--- src/design/vrtr_ram.sv ---
// generic single write port, single read port ram with registered read data
// no package dependency
`default_nettype none

module vrtr_ram #(
    parameter int WIDTH = 8,
    parameter int DEPTH = 16
) (
    input  wire logic                     clk,
    input  wire logic                     we,
    input  wire logic [$clog2(DEPTH)-1:0] waddr,
    input  wire logic [WIDTH-1:0]         wdata,
    input  wire logic                     re,
    input  wire logic [$clog2(DEPTH)-1:0] raddr,
    output logic      [WIDTH-1:0]         rdata
);

    logic [WIDTH-1:0] mem [DEPTH];

    always_ff @(posedge clk)
    begin
        if (we)
        begin
            mem[waddr] <= wdata;
        end
        // read data holds until the next read
        if (re)
        begin
            rdata <= mem[raddr];
        end
    end

endmodule

`default_nettype wire

--- config.mk ---
export PLATFORM = sky130hd
export DESIGN_NAME = vrtr_ram
export DESIGN_NICKNAME = d
export VERILOG_FILES = /design/src/design/vrtr_ram.sv
export SDC_FILE = /design/constraint.sdc
export NUM_CORES = 1
export LEC_CHECK = 0
export BUFFER_PORTS_ARGS = -buffer_cell sky130_fd_sc_hd__buf_2
export CORE_UTILIZATION = 40
export CTS_CLUSTER_SIZE = 16
export DETAILED_ROUTE_END_ITERATION = 6
export SKIP_LAST_GASP = 1
export SYNTH_ARGS = -nofsm -noshare
export SYNTH_HDL_FRONTEND = slang
export SYNTH_SLANG_ARGS = --single-unit
--- constraint.sdc ---
create_clock -name clk -period 2.9 [get_ports clk]
set_input_delay 0.145 -clock clk [delete_from_list [all_inputs] [get_ports clk]]
set_output_delay 0.145 -clock clk [all_outputs]
set_load 0.05 [all_outputs]
Word-level counts from Yosys, hierarchy flattened. Memories as Yosys holds them, arrays and structs flattened. A register that Yosys moved wholly into a read port is not among the register bits. Cells that the tools add are included.

Mux-type cells: 2.

Operators with widths (number): 2-to-1 mux 1 bit (2).

Register bits: 0. Memories kept: 1. Memory bits (writable): 128.

Memories: mem (words 16, bits a word 8, read ports 1, clocked after memory_dff 1, wr ports 1, line 18) `logic [WIDTH-1:0] mem [DEPTH];`.

Depth between registers and ports, before layout.
Depth after elaboration: 2. Mapped depth: 5. Mapped depth without buffers: 3.

Least setup slack after synthesis. No wires, ideal clock.

Path type: input -> register. Start point: in waddr[2]. End point: mem mem[0][0], enable pin. Stages: 2. Setup slack: 1262 ps. Data arrival time: 1255 ps. Buffers on the path: 0. Cells stage by stage: or3b_2 > nor3_1.

RTL lines: start: declaration (line 11) `input wire logic [$clog2(DEPTH)-1:0] waddr,`; end: declaration (line 18).

No word-level cell before the write port.

==> metrics.md <==
| Metric | Value |
|---|---|
| Post-route DRC | 0 |
| Main combinational cell family by area after synthesis | multiplexers |
| Xor/xnor share of the synthesized area | 0% |
| Final #Nets | 291 |
| Setup CP Type | primary input to register |
| Setup tns final | 0 ps |
| Layout area overhead | 16.7% |
| Final Hold Viols | 0 |
| Ranking of synthesized cells by area | edfxtp_1 78%, mux4_2 7.8%, mux4_1 7.0% |
| CTS-repair resized insts | 0 |
| Arr. time, crit path | 1750 ps |
| Port Buffers | 26 |
| Largest net degree at the start of global routing | 27 |
| Initial DRC Count | 179 |
| Worst VDD drop | 421 uV |
| PnR worst setup slack | 1310 ps |
| Compound-gate portion of the synthesized area | 2.30% |
| Most used DFF post-synth | edfxtp_1 |
| First-pass GRT wire length | 15000 um |
| Postcts setup bufs | 0 |
| Filler cells | 1045 |
| Post-DRT Antenna Nets | 0 |
| Worst hold path cell count | 1 |
| Post-Route WL | 9800 um |
| Share of post-route cells with drive strength above 1 | 28.2% |
| GR Overflow Total | 0 |
| Diodes inserted | 0 |
| Num ports | 27 |
| Post-synth EDFFs | 136 |
| Post-synthesis cell area | 0.00523 sq mm |
| R2R cell count | 3 |
| Initial antenna violation count | 0 |
| Latest clock arrival within the worst-skew pair | 410 ps |
| Area leader, netlist | edfxtp_1 |
| Total number of vias | 2400 |
| Tmin final | 1590 ps |
| Maximum level of the CTS H-tree | 4 |
| PD cells | 725 mW/mm^2 |
| Die Ht | 116 um |
| Max-cap violations | 0 |
| Tightest Pin Transition | 980 ps |
| Synth Instances | 229 |
| Tot Pwr | 4.43 mW |
| HPWL after DPL | 6250 um |
| Clk buf depth | 2 |
| Synth Area per Inst | 22.8 sq um |
| Setup crit end kind | register |
| CTS Hold Bufs | 0 |
| Syn_nets | 248 |
| Commonest cells in the synthesized netlist | 136 x edfxtp_1, 18 x mux4_2, 16 x a22oi_1, 14 x mux4_1, 13 x nor2_1 |
| Peak Freq | 629 MHz |
| DRT Pass-1 Iters | 5 |
| Per-cell routed wire length | 21.5 um |
| Startpoint Class | primary input |
| GRT Overall Usage | 16.7% |
| Initial core utilization | 41.3% |
| Vias/cell | 5.26 |
| Die W | 116 um |
| Final Skew | 7.76 ps |
| Core ar. | 0.0127 sq mm |
| CTS sink cnt | 136 |
| Share of synthesized flip-flops with an asynchronous set or reset | 0% |
| CP required | 3060 ps |
| Root Driver | clkbuf_16 |
| Number of core rows | 41 |
| Pre-CTS setup slack | 864 ps |
| Status | complete, no violations |
| FF-to-FF setup slack | 1410 ps |
| CTS tree | built |
| Top-count cell post-synth | edfxtp_1 |
| Cts bufs inserted | 17 |
| Post-synthesis cell type count | 18 |
| Post-synthesis mux area share | 14.8% |
| Die Area | 0.0135 sq mm |
| Slew HR | 34.4% |
| Final period util | 54.8% |
| Slew Viols, Final | 0 |
| Crit-path max FO | 18 |
| Vias in the first global route | 2532 |
| Leak Pwr | 2.03 nW |
| Post-Synth Simple-Gate Area | 3.14% |
| Yosys reg bits | 136 |
| Sequential area share after synthesis | 78.1% |
| Final setup violation count | 0 |
| Hold WC Path Type | primary input to register |
| CTS clk-pin slew, worst paths | 60 ps |
| RSZ-0062 raised after global routing | false |
| Synth top area share | 78.1% |
| GPL Wtd Cong | 0.694 |
| Adder-Cell Fraction of Synth Area | 0% |
| Synth warn | 0 |
report_power, final:
part	switching, mW	internal, mW	total (mW)
sequential	0.0117	2.22	2.23
combinational	0.143	0.0817	0.225
clock	0.734	1.24	1.97
sequential cells by signal (all words and copies together) (netlist names):
| name | count |
|---|---|
| mem | 128 |
| rdata | 8 |
placed cells by master (no fill, tap or decap):
cell | netlist | layout
clkinv_1 | 0 | 2
bufinv_16 | 0 | 2
nor2_1 | 13 | 13
clkbuf_1 | 0 | 2
nand2_1 | 9 | 9
mux4_2 | 18 | 18
nor3_1 | 4 | 4
edfxtp_1 | 136 | 136
nand2b_1 | 2 | 2
buf_12 | 0 | 1
nand3b_1 | 2 | 2
or3b_2 | 1 | 1
clkinvlp_4 | 0 | 1
clkinv_2 | 0 | 7
and2_1 | 1 | 1
nand3_1 | 1 | 1
a22oi_1 | 16 | 16
and2b_1 | 1 | 1
nor2b_1 | 1 | 1
mux4_1 | 14 | 14
clkbuf_16 | 0 | 17
buf_4 | 1 | 7
buf_2 | 3 | 26
cells by family after synthesis:
| logic type | Yosys count |
|---|---|
| AOI/OAI and AO/OA | 16 |
| muxes | 32 |
| and+or+nand+nor | 35 |
| DFF | 136 |
| buffers and inverters | 10 |
per-stage QoR:
| stage | utilization, % | hold slack (ps) | instances | cell area [sq um] |
|---|---|---|---|---|
| final | 48.2 | 104 | 456 | 6100 |
| after global routing | 48.2 | 98.7 | 456 | 6100 |
| after CTS | 48.2 | 90.1 | 456 | 6100 |
| after detailed placement | 43.9 | 523 | 425 | 5560 |
| after global placement | 43.9 | 523 | 425 | 5560 |
| after floorplan | - | 244 | 229 | 5230 |
worst max-delay path, cell delays in order:
cell	delay, ps
buf_2	490
buf_12	230
mux4_1	550
a22oi_1	240
nand2_1	80
routing by layer:
| metal | vias to the layer above | GRT usage (%) | share of wire, % |
|---|---|---|---|
| li1 | 1064 | - | - |
| met1 | 1266 | 22.3 | 44 |
| met2 | 57 | 25.8 | 50 |
| met3 | 13 | 4.10 | 4.0 |
| met4 | 0 | 8.21 | 1.9 |
| met5 | - | 0 | 0 |
final cells by class:
class,instances,area (sq um),share of cell area [%]
Clock buffer,19,433,7.09
Clock inverter,12,110,1.80
Timing Repair Buffer,34,203,3.32
Sequential cell,136,4080,66.9
Tap cell,172,215,3.53
Multi-Input combinational cell,83,1060,17.3
path summary, 6_finish.rpt:
path              from  endpoint
max           raddr[0]  rdata[0]
min                 re  rdata[3]
max reg2reg  mem[9][4]  rdata[4]
min reg2reg  mem[3][5]  rdata[5]
No activity file was read; power rests on OpenSTA's default activity.
