File: src/design/vrtr_pkg.sv
// shared types, constants and wrap helpers for the variable record trace ring
// used by every module of the block but vrtr_ram; no dependencies
`default_nettype none

package vrtr_pkg;

    localparam int BUFFER_BYTES = 1024;
    localparam int MAX_RECORDS  = 16;

    localparam int PTR_W  = $clog2(BUFFER_BYTES);
    localparam int SLOT_W = $clog2(MAX_RECORDS);
    localparam int CNT_W  = $clog2(MAX_RECORDS + 1);
    localparam int LEN_W  = PTR_W;
    localparam int FREE_W = $clog2(BUFFER_BYTES + 1);

    localparam logic OP_APPEND = 1'b0;
    localparam logic OP_READ   = 1'b1;

    typedef struct packed {
        logic        op;
        logic [7:0]  data_byte;
        logic        first_byte;
        logic [10:0] record_len;
        logic [3:0]  entry_index;
        logic [9:0]  byte_index;
    } in_item_t;

    typedef struct packed {
        logic [7:0] read_data;
        logic [9:0] read_record_len;
        logic       read_hit;
        logic       write_accepted;
        logic       record_committed;
        logic [4:0] stored_records;
        logic       buffer_empty;
    } out_item_t;

    typedef struct packed {
        logic [PTR_W-1:0] offset;
        logic [LEN_W-1:0] len;
    } tab_entry_t;

    localparam int TAB_W = $bits(tab_entry_t);

    typedef struct packed {
        logic             we;
        logic [PTR_W-1:0] waddr;
        logic [7:0]       wdata;
        logic             re;
        logic [PTR_W-1:0] raddr;
    } byte_req_t;

    typedef struct packed {
        logic              we;
        logic [SLOT_W-1:0] waddr;
        tab_entry_t        wdata;
        logic              re;
        logic [SLOT_W-1:0] raddr;
    } tab_req_t;

    // circular byte address add, both operands below the buffer size
    function automatic logic [PTR_W-1:0] ptr_add(input logic [PTR_W-1:0] a,
                                                 input logic [PTR_W-1:0] b);
        logic [PTR_W:0] s;
        s = {1'b0, a} + {1'b0, b};
        if (s >= (PTR_W+1)'(BUFFER_BYTES))
            s = s - (PTR_W+1)'(BUFFER_BYTES);
        return s[PTR_W-1:0];
    endfunction

    // circular slot add, both operands below the slot count
    function automatic logic [SLOT_W-1:0] slot_add(input logic [SLOT_W-1:0] a,
                                                   input logic [SLOT_W-1:0] b);
        logic [SLOT_W:0] s;
        s = {1'b0, a} + {1'b0, b};
        if (s >= (SLOT_W+1)'(MAX_RECORDS))
            s = s - (SLOT_W+1)'(MAX_RECORDS);
        return s[SLOT_W-1:0];
    endfunction

endpackage

`default_nettype wire

File: src/design/vrtr_out.sv
// result output register with one skid entry behind it
// depends on vrtr_pkg for the result item type
`default_nettype none

module vrtr_out (
    input  wire logic               clk,
    input  wire logic               rst_n,
    input  wire logic               push,
    input  wire vrtr_pkg::out_item_t res,
    output logic                    skid_full,
    output logic                    rsp_valid,
    input  wire logic               rsp_stall,
    output vrtr_pkg::out_item_t     rsp_item
);
    import vrtr_pkg::*;

    logic      main_valid_reg, main_valid_next;
    logic      skid_valid_reg, skid_valid_next;
    out_item_t main_reg, main_next;
    out_item_t skid_reg, skid_next;
    logic      pop;

    assign pop = main_valid_reg && !rsp_stall;

    always_comb
    begin
        main_valid_next = main_valid_reg;
        skid_valid_next = skid_valid_reg;
        main_next       = main_reg;
        skid_next       = skid_reg;
        if (!main_valid_reg || pop)
        begin
            if (skid_valid_reg)
            begin
                main_next       = skid_reg;
                main_valid_next = 1'b1;
                skid_next       = res;
                skid_valid_next = push;
            end
            else
            begin
                main_next       = res;
                main_valid_next = push;
            end
        end
        else if (push)
        begin
            skid_next       = res;
            skid_valid_next = 1'b1;
        end
    end

    always_ff @(posedge clk or negedge rst_n)
    begin
        if (!rst_n)
        begin
            main_valid_reg <= 1'b0;
            skid_valid_reg <= 1'b0;
        end
        else
        begin
            main_valid_reg <= main_valid_next;
            skid_valid_reg <= skid_valid_next;
        end
    end

    always_ff @(posedge clk)
    begin
        main_reg <= main_next;
        skid_reg <= skid_next;
    end

    assign skid_full = skid_valid_reg;
    assign rsp_valid = main_valid_reg;
    assign rsp_item  = main_reg;

    // the skid entry is only ever used behind a held main entry
    a_skid_behind_main: assert property (@(posedge clk) disable iff (!rst_n)
        skid_valid_reg |-> main_valid_reg)
        else $error("skid entry valid without main entry");

    // a stalled output keeps its item
    a_stall_hold: assert property (@(posedge clk) disable iff (!rst_n)
        main_valid_reg && rsp_stall |=> main_valid_reg && main_reg == $past(main_reg))
        else $error("stalled output item changed");

    // no push may arrive while both entries are full
    a_no_overflow: assert property (@(posedge clk) disable iff (!rst_n)
        push |-> !(skid_valid_reg && rsp_stall))
        else $error("push into a full output buffer");

endmodule

`default_nettype wire

File: config.mk
export PLATFORM = sky130hd
export DESIGN_NAME = vrtr_out
export DESIGN_NICKNAME = d
export VERILOG_FILES = /design/src/design/vrtr_pkg.sv /design/src/design/vrtr_out.sv
export SDC_FILE = /design/constraint.sdc
export NUM_CORES = 1
export LEC_CHECK = 0
export ABC_AREA = 1
export BUFFER_PORTS_ARGS = -buffer_cell sky130_fd_sc_hd__buf_4
export CORE_UTILIZATION = 45
export CTS_CLUSTER_SIZE = 14
export DETAILED_ROUTE_END_ITERATION = 10
export PLACE_DENSITY = 0.75
export SLEW_MARGIN = 30
export SYNTH_ARGS = -nofsm -noshare
export SYNTH_HDL_FRONTEND = slang
export SYNTH_SLANG_ARGS = --single-unit
File: constraint.sdc
create_clock -name clk -period 2.2 [get_ports clk]
set_clock_uncertainty 0.1 [all_clocks]
set_input_delay 0.44 -clock clk [delete_from_list [all_inputs] [get_ports clk]]
set_output_delay 0.44 -clock clk [all_outputs]
set_load 0.03 [all_outputs]
Yosys cells after proc, flatten, opt, wreduce, memory -nomap -nowiden
Cells that the tools add are included.

storage, ports and cells
  output and inout port bits = 29
  bits in registers = 56
  input bits = 31

operators by class
  reductions and logical operators = 6
  equal/unequal tests = 1
  mux-type cells = 8

operators with widths
  operator                                       number
  27-bit two-way mux                             4
  1-bit two-way mux                              4
  1-bit logical NOT                              2
  2-bit inequality test (second input constant)  1
  2-bit AND reduction                            1
  2-bit nonzero test                             1
  1-bit logical AND                              1
  1-bit logical OR                               1

Longest topological paths before layout
  word-level depth = 5
  depth in mapped cells = 4

Least setup slack after synthesis
OpenSTA, ideal clock, no wires.

  path kind = register to register
  start = register main_valid_reg, in the netlist rsp_valid
  end = register skid_reg[0] in the netlist's numbering, enable pin
  cell stages (with the launch flop) = 5
  arrival = 1.966 ns
  buffers on the path = 0
  setup slack = -0.250 ns
  library setup time = 0.384 ns
  required time = 1.716 ns
  period minus slack after synthesis = 2.450 ns
  cells stage by stage = dfrtp_1 -> nand2_1 -> nand2_1 -> nand2_1 -> nand2_1

on the way
  cells in the longest elaborated chain, start to end = 4
  elaborated cells between the ends (all ways) = 6
  those cells by class = eq/ne (1); reduce/logical (5)

ends and longest elaborated chain
  element                                                                       RTL line                        source
  from (decl)                                                                   vrtr_out.sv:17                  logic main_valid_reg, main_valid_next;
  from (signal assigned)                                                        vrtr_out.sv:62                  main_valid_reg <= main_valid_next;
  1-bit logical NOT or 1-bit logical AND (tied branches)                        vrtr_out.sv:31, vrtr_out.sv:23
  1-bit logical OR *                                                            vrtr_out.sv:31                  if (!main_valid_reg || pop)
  2-bit inequality test (no source line) or 2-bit nonzero test (tied branches)  -
  2-bit AND reduction (no source line) *                                        -
  to (signal assigned)                                                          vrtr_out.sv:70                  skid_reg <= skid_next;
  to (decl)                                                                     vrtr_out.sv:20                  out_item_t skid_reg, skid_next;

Every way passes the cells marked *; elsewhere a longest branch is shown, timed or not.
A chain may end at the register's enable or synchronous reset.

Worst setup path in the final report
  start = register skid_valid_reg, in the netlist skid_full
  end = register skid_reg[4] in the netlist's numbering, enable pin

on the way
  cells in the longest elaborated chain, start to end = 2

ends and longest elaborated chain
  element                                 RTL line        source
  from (decl)                             vrtr_out.sv:18  logic skid_valid_reg, skid_valid_next;
  from (signal assigned)                  vrtr_out.sv:63  skid_valid_reg <= skid_valid_next;
  2-bit inequality test (no source line)  -
  2-bit AND reduction (no source line)    -

No other way between the ends.

==> impl_metrics.py <==
metrics = {
    "outcome": {
        "outcome": "finished with violations",
        "violations": "DRC",
    },
    "synthesis": {
        "synthDistinctLibCells": 8,
        "yosysWarnings": 0,
        "yosysSeqAreaShare_pct": 81.8,
        "syn_nets": 183,
        "netlist_instances": 152,
        "synth.ff_latch_count": 56,
        "syn_area_um2": 2040,
        "avgSynthCellArea_um2": 13.5,
    },
    "global_routing": {
        "grt-ovfl-total": 0,
        "grt_first_pass_wirelength_um": 5660,
        "grt_pass1_vias": 1166,
        "antenna_found_initial": 0,
        "grt_max_degree": 32,
        "grt_use_total_pct": 15.8,
    },
    "placed_design": {
        "port_buffers": 59,
        "place_congestion": 0.755,
        "dp_hpwl_um": 2390,
    },
    "routing": {
        "vias_per_cell": 4.62,
        "drt_wl_total_um": 3510,
        "antenna_left": 0,
        "drtIter0Drc": 141,
        "wl_met3_um": 204,
        "drcViolationCount": 1,
        "routed.top_layer": "met4",
        "vias": 1238,
        "avgRoutedWirePerCell_um": 13.1,
        "first_pass_iters": 7,
        "wl_met2_um": 1660,
        "drt-met1-wl_um": 1620,
    },
    "timing": {
        "post-route-period-util_pct": 83.4,
        "final-hold-violation-count": 0,
        "fmax_mhz": 545,
        "finalSetupTns_ns": 0,
        "maxSlewHeadroom_pct": 58.1,
        "rsz0062_at_grt": "no",
        "tightest_slew_ns": 0.627,
        "post-route-min-period_ns": 1.83,
        "setup_viol": 0,
        "slew_violations": 0,
    },
    "setup_path": {
        "crit_fanout": 28,
        "critical_path.endpoint_type": "register",
        "cp_data_arrival_time_ns": 1.65,
        "cp-start-kind": "register",
        "crit_type": "reg -> reg",
        "required_ns": 2.02,
    },
    "worst_hold_path": {
        "min_path_type": "in -> reg",
    },
    "clocking": {
        "insertion_delay_ns": 0.30,
        "clock-root-buffer": "clkbuf_8",
        "ctsHtreeMaxLevel": 2,
        "numClockSinks": 56,
        "clk_pin_slew_ns": 0.09,
        "cts_tree": "built",
        "cts_max_path_buffers": 2,
        "cts_setup_buffers": 0,
        "numCtsBuffers": 5,
    },
    "layout": {
        "layout_common_cells": "86 x nand2_1, 61 x buf_4, 54 x edfxtp_1",
        "nNetsFinal": 247,
        "drive_above_1_share_pct": 32.9,
        "layout_commonest_cell": "nand2_1",
        "num_antenna_cells": 0,
        "syn_to_final_growth_pct": 29.6,
    },
    "pwr": {
        "vdd_ir_drop_max_uv": 578,
        "leakagePower_nw": 1.17,
        "power_density_nw_per_um2": 924,
        "power.total_w": 0.00245,
    },
    "floorplanning": {
        "fp-row-count": 24,
        "start_util_pct": 47.0,
        "pin_count": 60,
        "die_h_um": 69.4,
        "dieArea_um2": 4820,
        "coreArea_um2": 4350,
        "die_w_um": 69.4,
    },
    "flow_run": {
        "maxCapViolations": 0,
    },
}
==> cells in the mapped netlist <==
master	count	area, µm²
buf_4	2	15.0
inv_2	1	3.75
dfrtp_1	2	50.1
nand3_1	1	5.00
edfxtp_1	54	1620
nand2_1	88	330
nor2_1	1	3.75
buf_2	3	15.0
==> kinds of logic (layout without fill, tap and decap cells) <==
family	after synthesis	after routing	share of synthesized area [%]
simple gates	90	90	16.6
buf+inv	6	70	1.65
flops	56	56	81.8
==> routing by layer <==
| metal | vias to the layer above | GRT usage, % |
|---|---|---|
| met2 | 46 | 23.0 |
| met4 | 0 | 8.16 |
| met1 | 554 | 22.3 |
| met5 | - | 0 |
| met3 | 4 | 3.78 |
| li1 | 634 | - |
==> metrics by stage <==
stage | util, % | instances | hold slack [ns] | worst slack [ns] | cell area (µm²)
3_5_place_dp | 58.4 | 260 | 0.129 | 0.337 | 2540
5_1_grt | 60.8 | 268 | 0.206 | 0.228 | 2650
3_3_place_gp | 58.4 | 260 | 0.126 | 0.382 | 2540
2_1_floorplan | - | 152 | 0.0444 | 0.254 | 2050
6_report | 60.8 | 268 | 0.214 | 0.366 | 2650
4_1_cts | 60.8 | 268 | 0.208 | 0.367 | 2650
==> repair_timing <==
item / CTS / global route
hold endpoints to repair: 2 / 0
hold buffers: 1 / 0
gates resized for setup: 0 / 0
==> report_power, final <==
part / internal, W / switching (W)
combinational: 0.000168 / 0.000325
sequential: 0.00134 / 0.0000368
clock: 0.000281 / 0.000299
==> final cells by class <==
class	count	area [µm²]
clock buffer	7	96.3
fill	331	1710
inverter	1	3.75
multi-input combinational	90	344
sequential	56	1670
tap	52	65.1
timing repair buffer	62	468
==> worst paths after layout <==
path	end	slack [ns]	startpoint	cells past startpoint
min	skid_reg[25]$_DFFE_PP_	0.21	res[25]	1
max	skid_reg[4]$_DFFE_PP_	0.37	skid_full$_DFFE_PN0P_	4
max reg2reg	skid_reg[4]$_DFFE_PP_	0.37	skid_full$_DFFE_PN0P_	4
min in group asynchronous	skid_full$_DFFE_PN0P_	0.36	rst_n	2
min reg2reg	rsp_item[10]$_DFFE_PP_	0.42	skid_reg[10]$_DFFE_PP_	2
max in group asynchronous	rsp_valid$_DFFE_PN0P_	1.55	rst_n	2
==> worst max-delay path, stage by stage (launching register included) <==
cell     delay (ns)
dfrtp_1        0.40
inv_2          0.36
nand2_1        0.10
nand2_1        0.11
nand2_2        0.37
No activity file was read; power rests on OpenSTA's default activity.
