### src/design/vrtr_pkg.sv
// shared types, constants and wrap helpers for the variable record trace ring
// used by every module of the block but vrtr_ram; no dependencies
`default_nettype none

package vrtr_pkg;

    localparam int BUFFER_BYTES = 1024;
    localparam int MAX_RECORDS  = 16;

    localparam int PTR_W  = $clog2(BUFFER_BYTES);
    localparam int SLOT_W = $clog2(MAX_RECORDS);
    localparam int CNT_W  = $clog2(MAX_RECORDS + 1);
    localparam int LEN_W  = PTR_W;
    localparam int FREE_W = $clog2(BUFFER_BYTES + 1);

    localparam logic OP_APPEND = 1'b0;
    localparam logic OP_READ   = 1'b1;

    typedef struct packed {
        logic        op;
        logic [7:0]  data_byte;
        logic        first_byte;
        logic [10:0] record_len;
        logic [3:0]  entry_index;
        logic [9:0]  byte_index;
    } in_item_t;

    typedef struct packed {
        logic [7:0] read_data;
        logic [9:0] read_record_len;
        logic       read_hit;
        logic       write_accepted;
        logic       record_committed;
        logic [4:0] stored_records;
        logic       buffer_empty;
    } out_item_t;

    typedef struct packed {
        logic [PTR_W-1:0] offset;
        logic [LEN_W-1:0] len;
    } tab_entry_t;

    localparam int TAB_W = $bits(tab_entry_t);

    typedef struct packed {
        logic             we;
        logic [PTR_W-1:0] waddr;
        logic [7:0]       wdata;
        logic             re;
        logic [PTR_W-1:0] raddr;
    } byte_req_t;

    typedef struct packed {
        logic              we;
        logic [SLOT_W-1:0] waddr;
        tab_entry_t        wdata;
        logic              re;
        logic [SLOT_W-1:0] raddr;
    } tab_req_t;

    // circular byte address add, both operands below the buffer size
    function automatic logic [PTR_W-1:0] ptr_add(input logic [PTR_W-1:0] a,
                                                 input logic [PTR_W-1:0] b);
        logic [PTR_W:0] s;
        s = {1'b0, a} + {1'b0, b};
        if (s >= (PTR_W+1)'(BUFFER_BYTES))
            s = s - (PTR_W+1)'(BUFFER_BYTES);
        return s[PTR_W-1:0];
    endfunction

    // circular slot add, both operands below the slot count
    function automatic logic [SLOT_W-1:0] slot_add(input logic [SLOT_W-1:0] a,
                                                   input logic [SLOT_W-1:0] b);
        logic [SLOT_W:0] s;
        s = {1'b0, a} + {1'b0, b};
        if (s >= (SLOT_W+1)'(MAX_RECORDS))
            s = s - (SLOT_W+1)'(MAX_RECORDS);
        return s[SLOT_W-1:0];
    endfunction

endpackage

`default_nettype wire

### src/design/vrtr_ctrl.sv
// item sequencer: eviction, append, commit and read over the byte store and
// record table rams; depends on vrtr_pkg
`default_nettype none

module vrtr_ctrl (
    input  wire logic                clk,
    input  wire logic                rst_n,
    input  wire logic                req_valid,
    output logic                     req_stall,
    input  wire vrtr_pkg::in_item_t  req_item,
    input  wire logic                skid_full,
    output logic                     push,
    output vrtr_pkg::out_item_t      res,
    output vrtr_pkg::byte_req_t      byte_req,
    input  wire logic [7:0]          byte_rdata,
    output vrtr_pkg::tab_req_t       tab_req,
    input  wire vrtr_pkg::tab_entry_t tab_rdata
);
    import vrtr_pkg::*;

    typedef enum logic [4:0] {
        S_IDLE    = 5'b00001,
        S_EXEC    = 5'b00010,
        S_EVICT   = 5'b00100,
        S_RD_TAB  = 5'b01000,
        S_RD_BYTE = 5'b10000
    } state_t;

    state_t            state_reg, state_next;
    in_item_t          item_reg, item_next;
    logic [PTR_W-1:0]  wp_reg, wp_next;
    logic [PTR_W-1:0]  oldest_ptr_reg, oldest_ptr_next;
    logic [PTR_W-1:0]  cur_ptr_reg, cur_ptr_next;
    logic [PTR_W-1:0]  open_start_reg, open_start_next;
    logic [SLOT_W-1:0] wslot_reg, wslot_next;
    logic [SLOT_W-1:0] oslot_reg, oslot_next;
    logic [CNT_W-1:0]  count_reg, count_next;
    logic [LEN_W-1:0]  rem_reg, rem_next;

    logic              accept;
    logic              len_ok;
    logic [LEN_W-1:0]  len_q;
    logic [FREE_W-1:0] free_bytes;
    logic [FREE_W-1:0] len_plus1;
    logic              need_evict;
    logic [PTR_W-1:0]  ptr_inc;

    assign req_stall = (state_reg != S_IDLE) || skid_full;
    assign accept    = req_valid && !req_stall;

    assign len_ok = (item_reg.record_len != '0)
                 && (32'(item_reg.record_len) <= BUFFER_BYTES - 2);
    assign len_q     = item_reg.record_len[LEN_W-1:0];
    assign len_plus1 = FREE_W'(len_q) + FREE_W'(1);

    always_comb
    begin
        if (count_reg == '0)
            free_bytes = FREE_W'(BUFFER_BYTES);
        else if (wp_reg >= oldest_ptr_reg)
            free_bytes = FREE_W'(BUFFER_BYTES) - FREE_W'(wp_reg) + FREE_W'(oldest_ptr_reg);
        else
            free_bytes = FREE_W'(oldest_ptr_reg) - FREE_W'(wp_reg);
    end

    assign need_evict = (count_reg >= CNT_W'(MAX_RECORDS)) || (free_bytes <= len_plus1);

    always_comb
    begin
        state_next      = state_reg;
        item_next       = item_reg;
        wp_next         = wp_reg;
        oldest_ptr_next = oldest_ptr_reg;
        cur_ptr_next    = cur_ptr_reg;
        open_start_next = open_start_reg;
        wslot_next      = wslot_reg;
        oslot_next      = oslot_reg;
        count_next      = count_reg;
        rem_next        = rem_reg;
        byte_req        = '0;
        tab_req         = '0;
        push            = 1'b0;
        res             = '0;
        ptr_inc         = '0;

        case (state_reg)
            S_IDLE:
            begin
                if (accept)
                begin
                    item_next  = req_item;
                    state_next = S_EXEC;
                end
            end

            S_EXEC:
            begin
                if (item_reg.op == OP_READ)
                begin
                    if (CNT_W'(item_reg.entry_index) < count_reg)
                    begin
                        tab_req.re    = 1'b1;
                        tab_req.raddr = slot_add(oslot_reg,
                                                 item_reg.entry_index[SLOT_W-1:0]);
                        state_next    = S_RD_TAB;
                    end
                    else
                    begin
                        push       = 1'b1;
                        state_next = S_IDLE;
                    end
                end
                else if (item_reg.first_byte)
                begin
                    // a new first byte drops whatever record was open
                    rem_next = '0;
                    if (!len_ok)
                    begin
                        push       = 1'b1;
                        state_next = S_IDLE;
                    end
                    else if (need_evict)
                    begin
                        tab_req.re    = 1'b1;
                        tab_req.raddr = slot_add(oslot_reg, SLOT_W'(1));
                        oslot_next    = slot_add(oslot_reg, SLOT_W'(1));
                        count_next    = count_reg - CNT_W'(1);
                        state_next    = S_EVICT;
                    end
                    else
                    begin
                        tab_req.we           = 1'b1;
                        tab_req.waddr        = wslot_reg;
                        tab_req.wdata.offset = wp_reg;
                        tab_req.wdata.len    = len_q;
                        byte_req.we          = 1'b1;
                        byte_req.waddr       = wp_reg;
                        byte_req.wdata       = item_reg.data_byte;
                        ptr_inc              = ptr_add(wp_reg, PTR_W'(1));
                        open_start_next      = wp_reg;
                        cur_ptr_next         = ptr_inc;
                        rem_next             = len_q - LEN_W'(1);
                        res.write_accepted   = 1'b1;
                        if (len_q == LEN_W'(1))
                        begin
                            res.record_committed = 1'b1;
                            wp_next              = ptr_inc;
                            wslot_next           = slot_add(wslot_reg, SLOT_W'(1));
                            count_next           = count_reg + CNT_W'(1);
                            if (count_reg == '0)
                                oldest_ptr_next = wp_reg;
                        end
                        push       = 1'b1;
                        state_next = S_IDLE;
                    end
                end
                else
                begin
                    if (rem_reg != '0)
                    begin
                        byte_req.we        = 1'b1;
                        byte_req.waddr     = cur_ptr_reg;
                        byte_req.wdata     = item_reg.data_byte;
                        ptr_inc            = ptr_add(cur_ptr_reg, PTR_W'(1));
                        cur_ptr_next       = ptr_inc;
                        rem_next           = rem_reg - LEN_W'(1);
                        res.write_accepted = 1'b1;
                        if (rem_reg == LEN_W'(1))
                        begin
                            res.record_committed = 1'b1;
                            wp_next              = ptr_inc;
                            wslot_next           = slot_add(wslot_reg, SLOT_W'(1));
                            count_next           = count_reg + CNT_W'(1);
                            if (count_reg == '0)
                                oldest_ptr_next = open_start_reg;
                        end
                    end
                    push       = 1'b1;
                    state_next = S_IDLE;
                end
            end

            S_EVICT:
            begin
                // table data is the offset of the new oldest record
                if (count_reg != '0)
                    oldest_ptr_next = tab_rdata.offset;
                else
                    oldest_ptr_next = wp_reg;
                state_next = S_EXEC;
            end

            S_RD_TAB:
            begin
                if (32'(item_reg.byte_index) < 32'(tab_rdata.len))
                begin
                    byte_req.re    = 1'b1;
                    byte_req.raddr = ptr_add(tab_rdata.offset,
                                             item_reg.byte_index[PTR_W-1:0]);
                    state_next     = S_RD_BYTE;
                end
                else
                begin
                    res.read_record_len = tab_rdata.len;
                    push                = 1'b1;
                    state_next          = S_IDLE;
                end
            end

            S_RD_BYTE:
            begin
                res.read_record_len = tab_rdata.len;
                res.read_hit        = 1'b1;
                res.read_data       = byte_rdata;
                push                = 1'b1;
                state_next          = S_IDLE;
            end

            default:
            begin
                state_next = S_IDLE;
            end
        endcase

        res.stored_records = count_next;
        res.buffer_empty   = (count_next == '0);
    end

    always_ff @(posedge clk or negedge rst_n)
    begin
        if (!rst_n)
        begin
            state_reg      <= S_IDLE;
            wp_reg         <= '0;
            oldest_ptr_reg <= '0;
            cur_ptr_reg    <= '0;
            open_start_reg <= '0;
            wslot_reg      <= '0;
            oslot_reg      <= '0;
            count_reg      <= '0;
            rem_reg        <= '0;
        end
        else
        begin
            state_reg      <= state_next;
            wp_reg         <= wp_next;
            oldest_ptr_reg <= oldest_ptr_next;
            cur_ptr_reg    <= cur_ptr_next;
            open_start_reg <= open_start_next;
            wslot_reg      <= wslot_next;
            oslot_reg      <= oslot_next;
            count_reg      <= count_next;
            rem_reg        <= rem_next;
        end
    end

    always_ff @(posedge clk)
    begin
        item_reg <= item_next;
    end

    // an item only starts when the output side can take its result
    a_push_room: assert property (@(posedge clk) disable iff (!rst_n)
        push |-> !skid_full)
        else $error("result pushed into full output skid");

    // each eviction step removes exactly one record
    a_evict_count: assert property (@(posedge clk) disable iff (!rst_n)
        state_reg == S_EVICT |-> count_reg + CNT_W'(1) == $past(count_reg))
        else $error("eviction did not drop one record");

    // the open record's table slot is never a committed one
    a_tab_write_free: assert property (@(posedge clk) disable iff (!rst_n)
        tab_req.we |-> count_reg < CNT_W'(MAX_RECORDS))
        else $error("table write over a committed record");

    // count never leaves its range
    a_count_range: assert property (@(posedge clk) disable iff (!rst_n)
        count_reg <= CNT_W'(MAX_RECORDS))
        else $error("record count out of range");

    // an accepted item is executed on the next cycle
    a_accept_exec: assert property (@(posedge clk) disable iff (!rst_n)
        accept |=> state_reg == S_EXEC)
        else $error("accepted item not executed");

endmodule

`default_nettype wire

### config.mk
export PLATFORM = sky130hd
export DESIGN_NAME = vrtr_ctrl
export DESIGN_NICKNAME = d
export VERILOG_FILES = /design/src/design/vrtr_pkg.sv /design/src/design/vrtr_ctrl.sv
export SDC_FILE = /design/constraint.sdc
export NUM_CORES = 1
export LEC_CHECK = 0
export BUFFER_PORTS_ARGS = -buffer_cell sky130_fd_sc_hd__buf_2
export CORE_ASPECT_RATIO = 0.6
export CORE_MARGIN = 3
export CORE_UTILIZATION = 56
export CTS_BUF_LIST = sky130_fd_sc_hd__clkbuf_16
export DETAILED_ROUTE_END_ITERATION = 7
export MAX_ROUTING_LAYER = met4
export PLACE_DENSITY = 0.81
export SLEW_MARGIN = 0
export SYNTH_ARGS = -nofsm -noshare
export SYNTH_HDL_FRONTEND = slang
export SYNTH_SLANG_ARGS = --single-unit
### constraint.sdc
create_clock -name clk -period 7.24 [get_ports clk]
set_clock_uncertainty 0.1 [all_clocks]
set_input_delay 1.448 -clock clk [delete_from_list [all_inputs] [get_ports clk]]
set_output_delay 1.448 -clock clk [all_outputs]
set_load 0.05 [all_outputs]
After elaboration in Yosys (flattened, before gate mapping)
Index checks and enable logic that the tools add are counted.
{ "word_totals": {"ff_bits": 103} }
{ "op_classes": {"addsub": 20, "magnitude_cmp": 12, "eq_ne": 20, "n_mux": 90, "bitwise": 2, "n_reduce_logical": 20} }
{ "ops": {"columns": ["op", "n"], "rows": [
  ["two-way mux 10 bit", 28],
  ["two-way mux 19 bit", 6],
  ["two-way mux 30 bit", 3],
  ["two-way mux 5 bit", 15],
  ["two-way mux 25 bit", 2],
  ["subtractor 10 x 1 -> 10 bit, second input constant", 5],
  ["two-way mux 11 bit", 4],
  ["two-way mux 4 bit", 10],
  ["case mux 10 bit (2 select lines)", 2],
  ["adder 10 x 1 -> 11 bit, second input constant", 3],
  [">= comparator 11 bit, second input constant", 3],
  ["!= test 3 bit, second input constant", 7],
  ["equality test 10 x 1 -> 1 bit, second input constant", 2],
  [">= comparator 5 bit, second input constant", 4],
  ["case mux 5 bit (4 select lines)", 1],
  ["AND reduction 5 bit", 3],
  ["two-way mux 2 bit", 6],
  ["subtractor 4 x 1 -> 4 bit, second input constant", 3],
  ["adder 10 x 10 -> 11 bit", 1],
  ["adder 11 x 10 -> 11 bit", 1],
  ["less-or-equal comparator 11 x 10 -> 1 bit, second input constant", 1],
  ["less-or-equal comparator 11 bit", 1],
  ["nonzero test 11 bit", 1],
  ["subtractor 10 x 10 -> 11 bit", 1],
  ["other kinds (32)", 51]
]} }

Longest topological paths before layout
Gate-level depths: netlist of the first run.
{ "depth": {"depth_word": 12, "mapped_depth": 24, "depth_no_buf": 23} }

Worst setup path before layout of the first run
No wires, ideal clock.
{ "synth_timing": {"path_type": "reg2out", "from": "reg wp_reg[0]", "to": "out res[0] (netlist bit)", "arrival_ps": 5990, "required_ps": 5692, "slack_ps": -298, "path_stages_with_launch": 22, "cell_sequence": "dfrtp_1 ha_1 inv_1 fa_1 a21o_1 a21oi_1 o21bai_1 a21oi_1 o21bai_1 a21oi_1 xor2_1 nor2_1 ha_1 and3_1 nand3_1 o21ai_1 o21a_1 buf_4 mux2i_1 nor2_1 o311ai_0 nor4_2"} }
{ "synth_rtl": {"columns": ["element", "line_no", "text"], "rows": [
  ["start: declaration", "vrtr_ctrl.sv:31", "logic [PTR_W-1:0] wp_reg, wp_next;"],
  ["start signal: assignment", "vrtr_ctrl.sv:246", "wp_reg <= wp_next;"],
  ["end: declaration", "vrtr_ctrl.sv:13", "output vrtr_pkg::out_item_t res,"]
]} }

==> results of run 1 <==
==> metal layers <==
layer,routed length (um),up-vias,global-route usage [%]
met5,0,-,-
met4,226,0,3.33
met3,1670,24,5.99
met2,8430,283,37.1
met1,9590,3137,41.6
li1,-,3226,-
==> power groups by stage <==
| stage | combinational, W | sequential [W] | clock [W] |
|---|---|---|---|
| detailed placement | 0.000371 | 0.000691 | 0 |
| floorplan | 0.000296 | 0.000670 | 0 |
| finish | 0.000382 | 0.000681 | 0.000534 |
| CTS | 0.000377 | 0.000679 | 0.000538 |
| global route | 0.000428 | 0.000686 | 0.000556 |
| global placement | 0.000363 | 0.000691 | 0 |
==> worst reg2reg max path, stage by stage (launching register included) <==
cell	delay, ps
dfrtp_1	460
ha_1	210
inv_1	60
fa_1	390
a21o_1	190
a21oi_1	220
o21bai_1	90
a21oi_1	250
o21bai_1	150
nand2b_1	170
a21oi_1	120
o21ai_0	130
ha_1	320
and3_1	190
nand3_1	110
o21ai_1	240
o21a_1	390
nand2_1	90
buf_4	220
nor2_4	360
buf_4	290
mux2_2	350
==> final timing paths <==
path                                   start                end  slack [ps]  cells past startpoint
min in group asynchronous              rst_n       oslot_reg[1]        1180                      2
max in group asynchronous              rst_n       wslot_reg[3]        5260                      2
worst min register to register  wslot_reg[3]       wslot_reg[3]         370                      1
worst max-delay path               wp_reg[0]             res[0]         360                     21
worst max register to register     wp_reg[0]  open_start_reg[8]        2030                     21
worst min-delay path            wslot_reg[3]       wslot_reg[3]         370                      1
==> metrics by stage <==
step	setup slack (ps)	total power, W
after floorplan	490	0.000966
after detailed placement	665	0.00106
after global routing	52.6	0.00167
after global placement	871	0.00105
after CTS	219	0.00159
final	355	0.00160
==> cell usage in the layout (no fill, tap or decap), drive strengths merged, types with 5 or more instances in the layout <==
cell     instances
buf            161
nor2            70
dfrtp           67
ha              56
inv             56
o21ai           47
and2            45
a21oi           44
nand2           41
nor3            38
edfxtp          35
xnor2           33
a21o            28
mux2            28
nand3           21
xor2            19
o22ai           15
nand2b          12
nor2b           11
nor4            11
o2bb2ai          9
clkbuf           9
mux2i            8
nand4            8
o211ai           6
or2              5
and3             5
==> cells by family after synthesis <==
family,count (synthesis),share of synthesized area [%]
buffers and inverters,94,5.56
muxes,36,5.13
DFF,103,35.8
adders and majority gates,59,9.88
AOI/OAI and AO/OA,194,17.2
xor gates and xnor gates,52,5.91
and+or+nand+nor,288,20.6
==> layout make-up <==
cell class | count | area [um^2] | share of cell area [%]
well taps | 170 | 213 | 2.41
multi-input cells | 629 | 4530 | 51.2
flip-flops and latches | 103 | 2750 | 31.2
clock inverters | 7 | 101 | 1.15
clock buffers | 9 | 225 | 2.55
repair buffers | 161 | 821 | 9.29
inverters | 51 | 191 | 2.17
==> timing repair <==
item | in CTS | in global routing
setup endpoints to repair | 0 | 14
hold endpoints to repair | 0 | 0
buffers inserted | 0 | 0
gates resized for setup | 0 | 1
==> results.py, run 1 <==
metrics = {
    "cts": {
        "cts_tree": "done",
        "clock_path_buffers": 2,
        "postCtsHoldBufs": 0,
        "clkLatencyLatePin_ps": 370,
        "cts-buffers-inserted": 9,
        "cts_root_buf": "clkbuf_16",
        "cts.clk_slew.worst_paths_ps": 80,
        "clock-sinks": 103,
        "htreeDepth": 3,
    },
    "sta": {
        "period_share_pct": 95.1,
        "fmax_mhz": 145,
        "maxSlewHeadroom_pct": 23.2,
        "rsz0062_at_grt": "false",
        "finalSetupTns_ps": 0,
        "timing.final.crit_period_ps": 6880,
        "drv_slew": 0,
        "tightestPinTransition_ps": 1140,
        "setup_viol": 0,
        "finalHoldViolCount": 0,
        "hold_ws_ps": 371,
    },
    "hold_path": {
        "min_path_type": "reg2reg",
    },
    "synth": {
        "yosys.area.top_type": "dfrtp_1",
        "synth-seq-cells": 103,
        "ys_types": 89,
        "netlist_instances": 826,
        "netlist_area_um2": 7700,
        "synthFlopType": "dfrtp_1",
        "syn_nets": 952,
        "synth_edf_count": 35,
        "synth_area_per_cell_um2": 9.32,
        "synth_most_common_cell": "nor2_1",
        "synth.top_cell.area_share_pct": 21.8,
        "ys_seq_area_share_pct": 35.8,
        "yosys_warnings": 0,
        "ys_top_cells_by_count": "nor2_1, dfrtp_1, ha_1",
        "synthArstFlopShare_pct": 66.0,
        "synth_top_cells_by_area": "dfrtp_1, edfxtp_1, ha_1, mux2_2, xnor2_1",
    },
    "critical_path": {
        "end_kind": "output port",
        "cpPeakStageDelay_ps": 460,
        "crit_top_cell": "a21oi_1",
        "required_ps": 5690,
        "crit_path_cell_trace": "ha_1 -> inv_1 -> fa_1 -> a21o_1 -> a21oi_1 -> o21bai_1 -> a21oi_1 -> o21bai_1 -> nand2b_1 -> a21oi_1 -> o21ai_0 -> ha_1 -> and3_1 -> nand3_1 -> o21ai_1 -> o21a_1 -> nor3_1 -> mux2_2 -> a2111o_1 -> nor4_2 -> buf_2",
        "crit_type": "reg2out",
        "cp-start-kind": "register",
        "cp_top_family": "compound AO/OA/AOI/OAI gates",
        "crit_buf_inv": 2,
        "slowest_stage": "dfrtp_1",
        "worstPathMaxFanout": 9,
        "arrival_ps": 5340,
    },
    "power_and_ir_drop": {
        "p_leak_nw": 4.31,
        "switchingPower_w": 0.000553,
        "p_int_w": 0.00104,
        "power.clock.fraction_pct": 33.4,
        "p_comb_share_pct": 23.9,
        "pwr_density_cell_nw_per_um2": 181,
        "ir_drop_v": 0.000123,
        "p_sw_share_pct": 34.6,
        "pwr-share-seq_pct": 42.6,
    },
    "finish": {
        "syn2layout_area_growth_pct": 14.7,
        "fill_cells": 1072,
        "antenna_cells": 0,
        "stdcell_area_um2": 8830,
        "fin_cells": 1130,
        "fin_util_pct": 67.2,
        "largest_reg_flops": 35,
        "fin_nets": 1081,
        "drive_above_1_share_pct": 25.0,
    },
    "detailed_routing": {
        "route.antenna.remaining_nets": 0,
        "vias_per_cell": 5.90,
        "wl_per_cell_um": 17.6,
        "drc": 0,
        "num_vias": 6670,
        "first_iter_violations": 573,
        "dr.pass1.iters": 5,
        "drt-total-wl_um": 19900,
    },
    "placed_design": {
        "dp_cells": 1114,
        "port_buffers": 155,
        "hpwl_um": 14700,
        "dpl_cell_area_um2": 8500,
        "place.gp.congestion": 0.977,
    },
    "floorplan": {
        "start_util_pct": 58.6,
        "die_h_um": 96.8,
        "rows": 32,
        "coreArea_um2": 13100,
        "die_area_um2": 15200,
        "dieWidth_um": 157,
        "ioPinCount": 156,
    },
    "grt": {
        "antenna_found_initial": 0,
        "grt_pass1_wl_um": 32400,
        "grt_usage_pct": 26.9,
        "grt-ovfl-total": 0,
        "grt_pass1_vias": 6337,
        "grt_max_degree": 69,
    },
    "status": {
        "status": "finished, final reports clean",
    },
    "run": {
        "drv_cap": 0,
    },
}
No activity file was read; power rests on OpenSTA's default activity.
==> inputs of run 2 (changes only) <==
BUFFER_PORTS_ARGS = -buffer_cell sky130_fd_sc_hd__buf_4   (was -buffer_cell sky130_fd_sc_hd__buf_2)
==> results.py, run 2 (synthesis gave the netlist of run 1 again) <==
metrics = {
    "critical_path": {
        "crit_top_cell": "a21oi_1",
        "crit_type": "reg2out",
        "cpPeakStageDelay_ps": 460,
        "arrival_ps": 5240,
        "end_kind": "output port",
        "crit_path_cell_trace": "ha_1 -> inv_1 -> fa_1 -> a21o_1 -> a21oi_1 -> o21bai_1 -> a21oi_1 -> o21bai_1 -> a21oi_1 -> xor2_1 -> nor2_1 -> ha_1 -> and3_1 -> nand3_1 -> o21ai_1 -> o21a_2 -> nor3_1 -> mux2_2 -> a2111o_1 -> nor4_2 -> buf_4",
        "r2r_slack_ps": 2230,
        "reg2reg_depth": 20,
        "cp-start-kind": "register",
        "r2r_start": "wp_reg[0]",
        "slowest_stage": "dfrtp_1",
        "required_ps": 5690,
        "reg2reg_to": "oldest_ptr_reg[3]",
        "worstPathMaxFanout": 9,
    },
    "cts": {
        "clock-sinks": 103,
        "clock_path_buffers": 2,
        "clkLatencyLatePin_ps": 360,
        "cts_root_buf": "clkbuf_16",
        "cts.clk_slew.worst_paths_ps": 80,
        "cts_tree": "done",
        "cts.repair_timing.setup_buffer_count": 0,
        "cts.repair.resized": 0,
        "cts-buffers-inserted": 9,
        "postCtsHoldBufs": 0,
        "htreeDepth": 3,
    },
    "detailed_routing": {
        "wl_per_cell_um": 17.7,
        "wl_met1_um": 9390,
        "dr.pass1.iters": 5,
        "drt-total-wl_um": 20000,
        "wl_met3_um": 1790,
        "route.antenna.remaining_nets": 0,
        "topRoutingLayerUsed": "met4",
        "met2_length_um": 8570,
        "drc": 0,
        "vias_per_cell": 5.85,
        "first_iter_violations": 522,
        "num_vias": 6621,
    },
    "hold_path": {
        "min-delay-start": "wslot_reg[3]",
        "min_path_type": "reg2reg",
        "whs_endpoint": "wslot_reg[3]",
        "hold_path_depth": 1,
    },
    "grt": {
        "grt-ovfl-total": 0,
        "grt_max_degree": 69,
        "antenna_found_initial": 0,
        "grt_pass1_wl_um": 32700,
        "grt_pass1_vias": 6264,
        "grt_usage_pct": 27.1,
    },
    "finish": {
        "drive_above_1_share_pct": 25.3,
        "syn2layout_area_growth_pct": 19.7,
        "fin_nets": 1082,
        "antenna_cells": 0,
        "layout_common_cells": "buf_4, nor2_1, dfrtp_1, ha_1, inv_1",
        "multiInputGateArea_um2": 4530,
        "fill_cells": 1031,
        "stdcell_area_um2": 9220,
        "largest_reg_flops": 35,
        "final-seq-area_um2": 2750,
        "layout_commonest_cell": "buf_4",
    },
    "floorplan": {
        "coreArea_um2": 13100,
        "dieWidth_um": 157,
        "rows": 32,
        "die_area_um2": 15200,
        "ioPinCount": 156,
        "start_util_pct": 58.6,
        "die_h_um": 96.8,
    },
    "sta": {
        "finalSetupTns_ps": 0,
        "rsz0062_at_grt": "false",
        "setup_viol": 0,
        "timing.final.crit_period_ps": 6790,
        "maxSlewHeadroom_pct": 35.5,
        "layout_setup_ws_ps": 450,
        "tightestPinTransition_ps": 961,
        "finalHoldViolCount": 0,
        "period_share_pct": 93.8,
        "fmax_mhz": 147,
        "drv_slew": 0,
    },
    "placed_design": {
        "dpl_cell_area_um2": 8890,
        "hpwl_um": 15000,
        "place.gp.congestion": 0.946,
        "port_buffers": 155,
        "pre_cts_ws_ps": 786,
    },
    "power_and_ir_drop": {
        "p_leak_nw": 4.35,
        "pwr_density_cell_nw_per_um2": 172,
        "ir_drop_v": 0.000142,
    },
    "status": {
        "status": "finished, final reports clean",
    },
    "run": {
        "drv_cap": 0,
    },
}
-- run 2: layer usage --
| layer | vias up | GRT usage, % |
|---|---|---|
| met1 | 3085 | 40.6 |
| met4 | 0 | 4.67 |
| li1 | 3223 | - |
| met2 | 283 | 38.3 |
| met5 | - | - |
| met3 | 30 | 5.68 |
-- run 2: worst max path at each step --
stage / startpoint / endpoint
3_3_place_gp: wp_reg[0] / tab_req[12]
2_1_floorplan: wp_reg[0] / res[0]
5_1_grt: wp_reg[0] / res[0]
4_1_cts: wp_reg[0] / tab_req[9]
6_report: wp_reg[0] / res[0]
3_5_place_dp: wp_reg[0] / tab_req[9]
-- run 2: report_power, final --
part,total (W),switching (W),internal (W)
clock network,0.000512,0.000260,0.000252
registers,0.000680,0.0000446,0.000635
logic,0.000395,0.000230,0.000164
total,0.00159,0.000535,0.00105
-- run 2: worst max-delay path: cells and delay by family, from the launching register on --
kind | cells | cell delay (ps)
AO/OA/AOI/OAI | 9 | 2150
adder cells (fa/ha/maj) | 3 | 910
buffers and inverters | 2 | 290
flip-flops | 1 | 460
multiplexers | 1 | 290
XOR/XNOR | 1 | 200
AND/OR/NAND/NOR | 5 | 600
-- run 2: final cells by class --
class                           count  area share, %
Clock buffer                        9           2.44
Clock inverter                      7          0.964
Inverter                           51           2.12
Multi-Input combinational cell    629           49.1
Sequential cell                   103           29.9
Tap cell                          170           2.31
Timing Repair Buffer              162           13.2
-- run 2: stage by stage --
stage | hold slack [ps] | power, W | instances | util [%]
4_1_cts | 372 | 0.00159 | 1131 | 70.1
3_3_place_gp | 351 | 0.00107 | 1115 | 67.7
2_1_floorplan | 334 | 0.000966 | 826 | -
3_5_place_dp | 359 | 0.00107 | 1115 | 67.7
5_1_grt | 403 | 0.00167 | 1131 | 70.2
6_report | 370 | 0.00159 | 1131 | 70.2
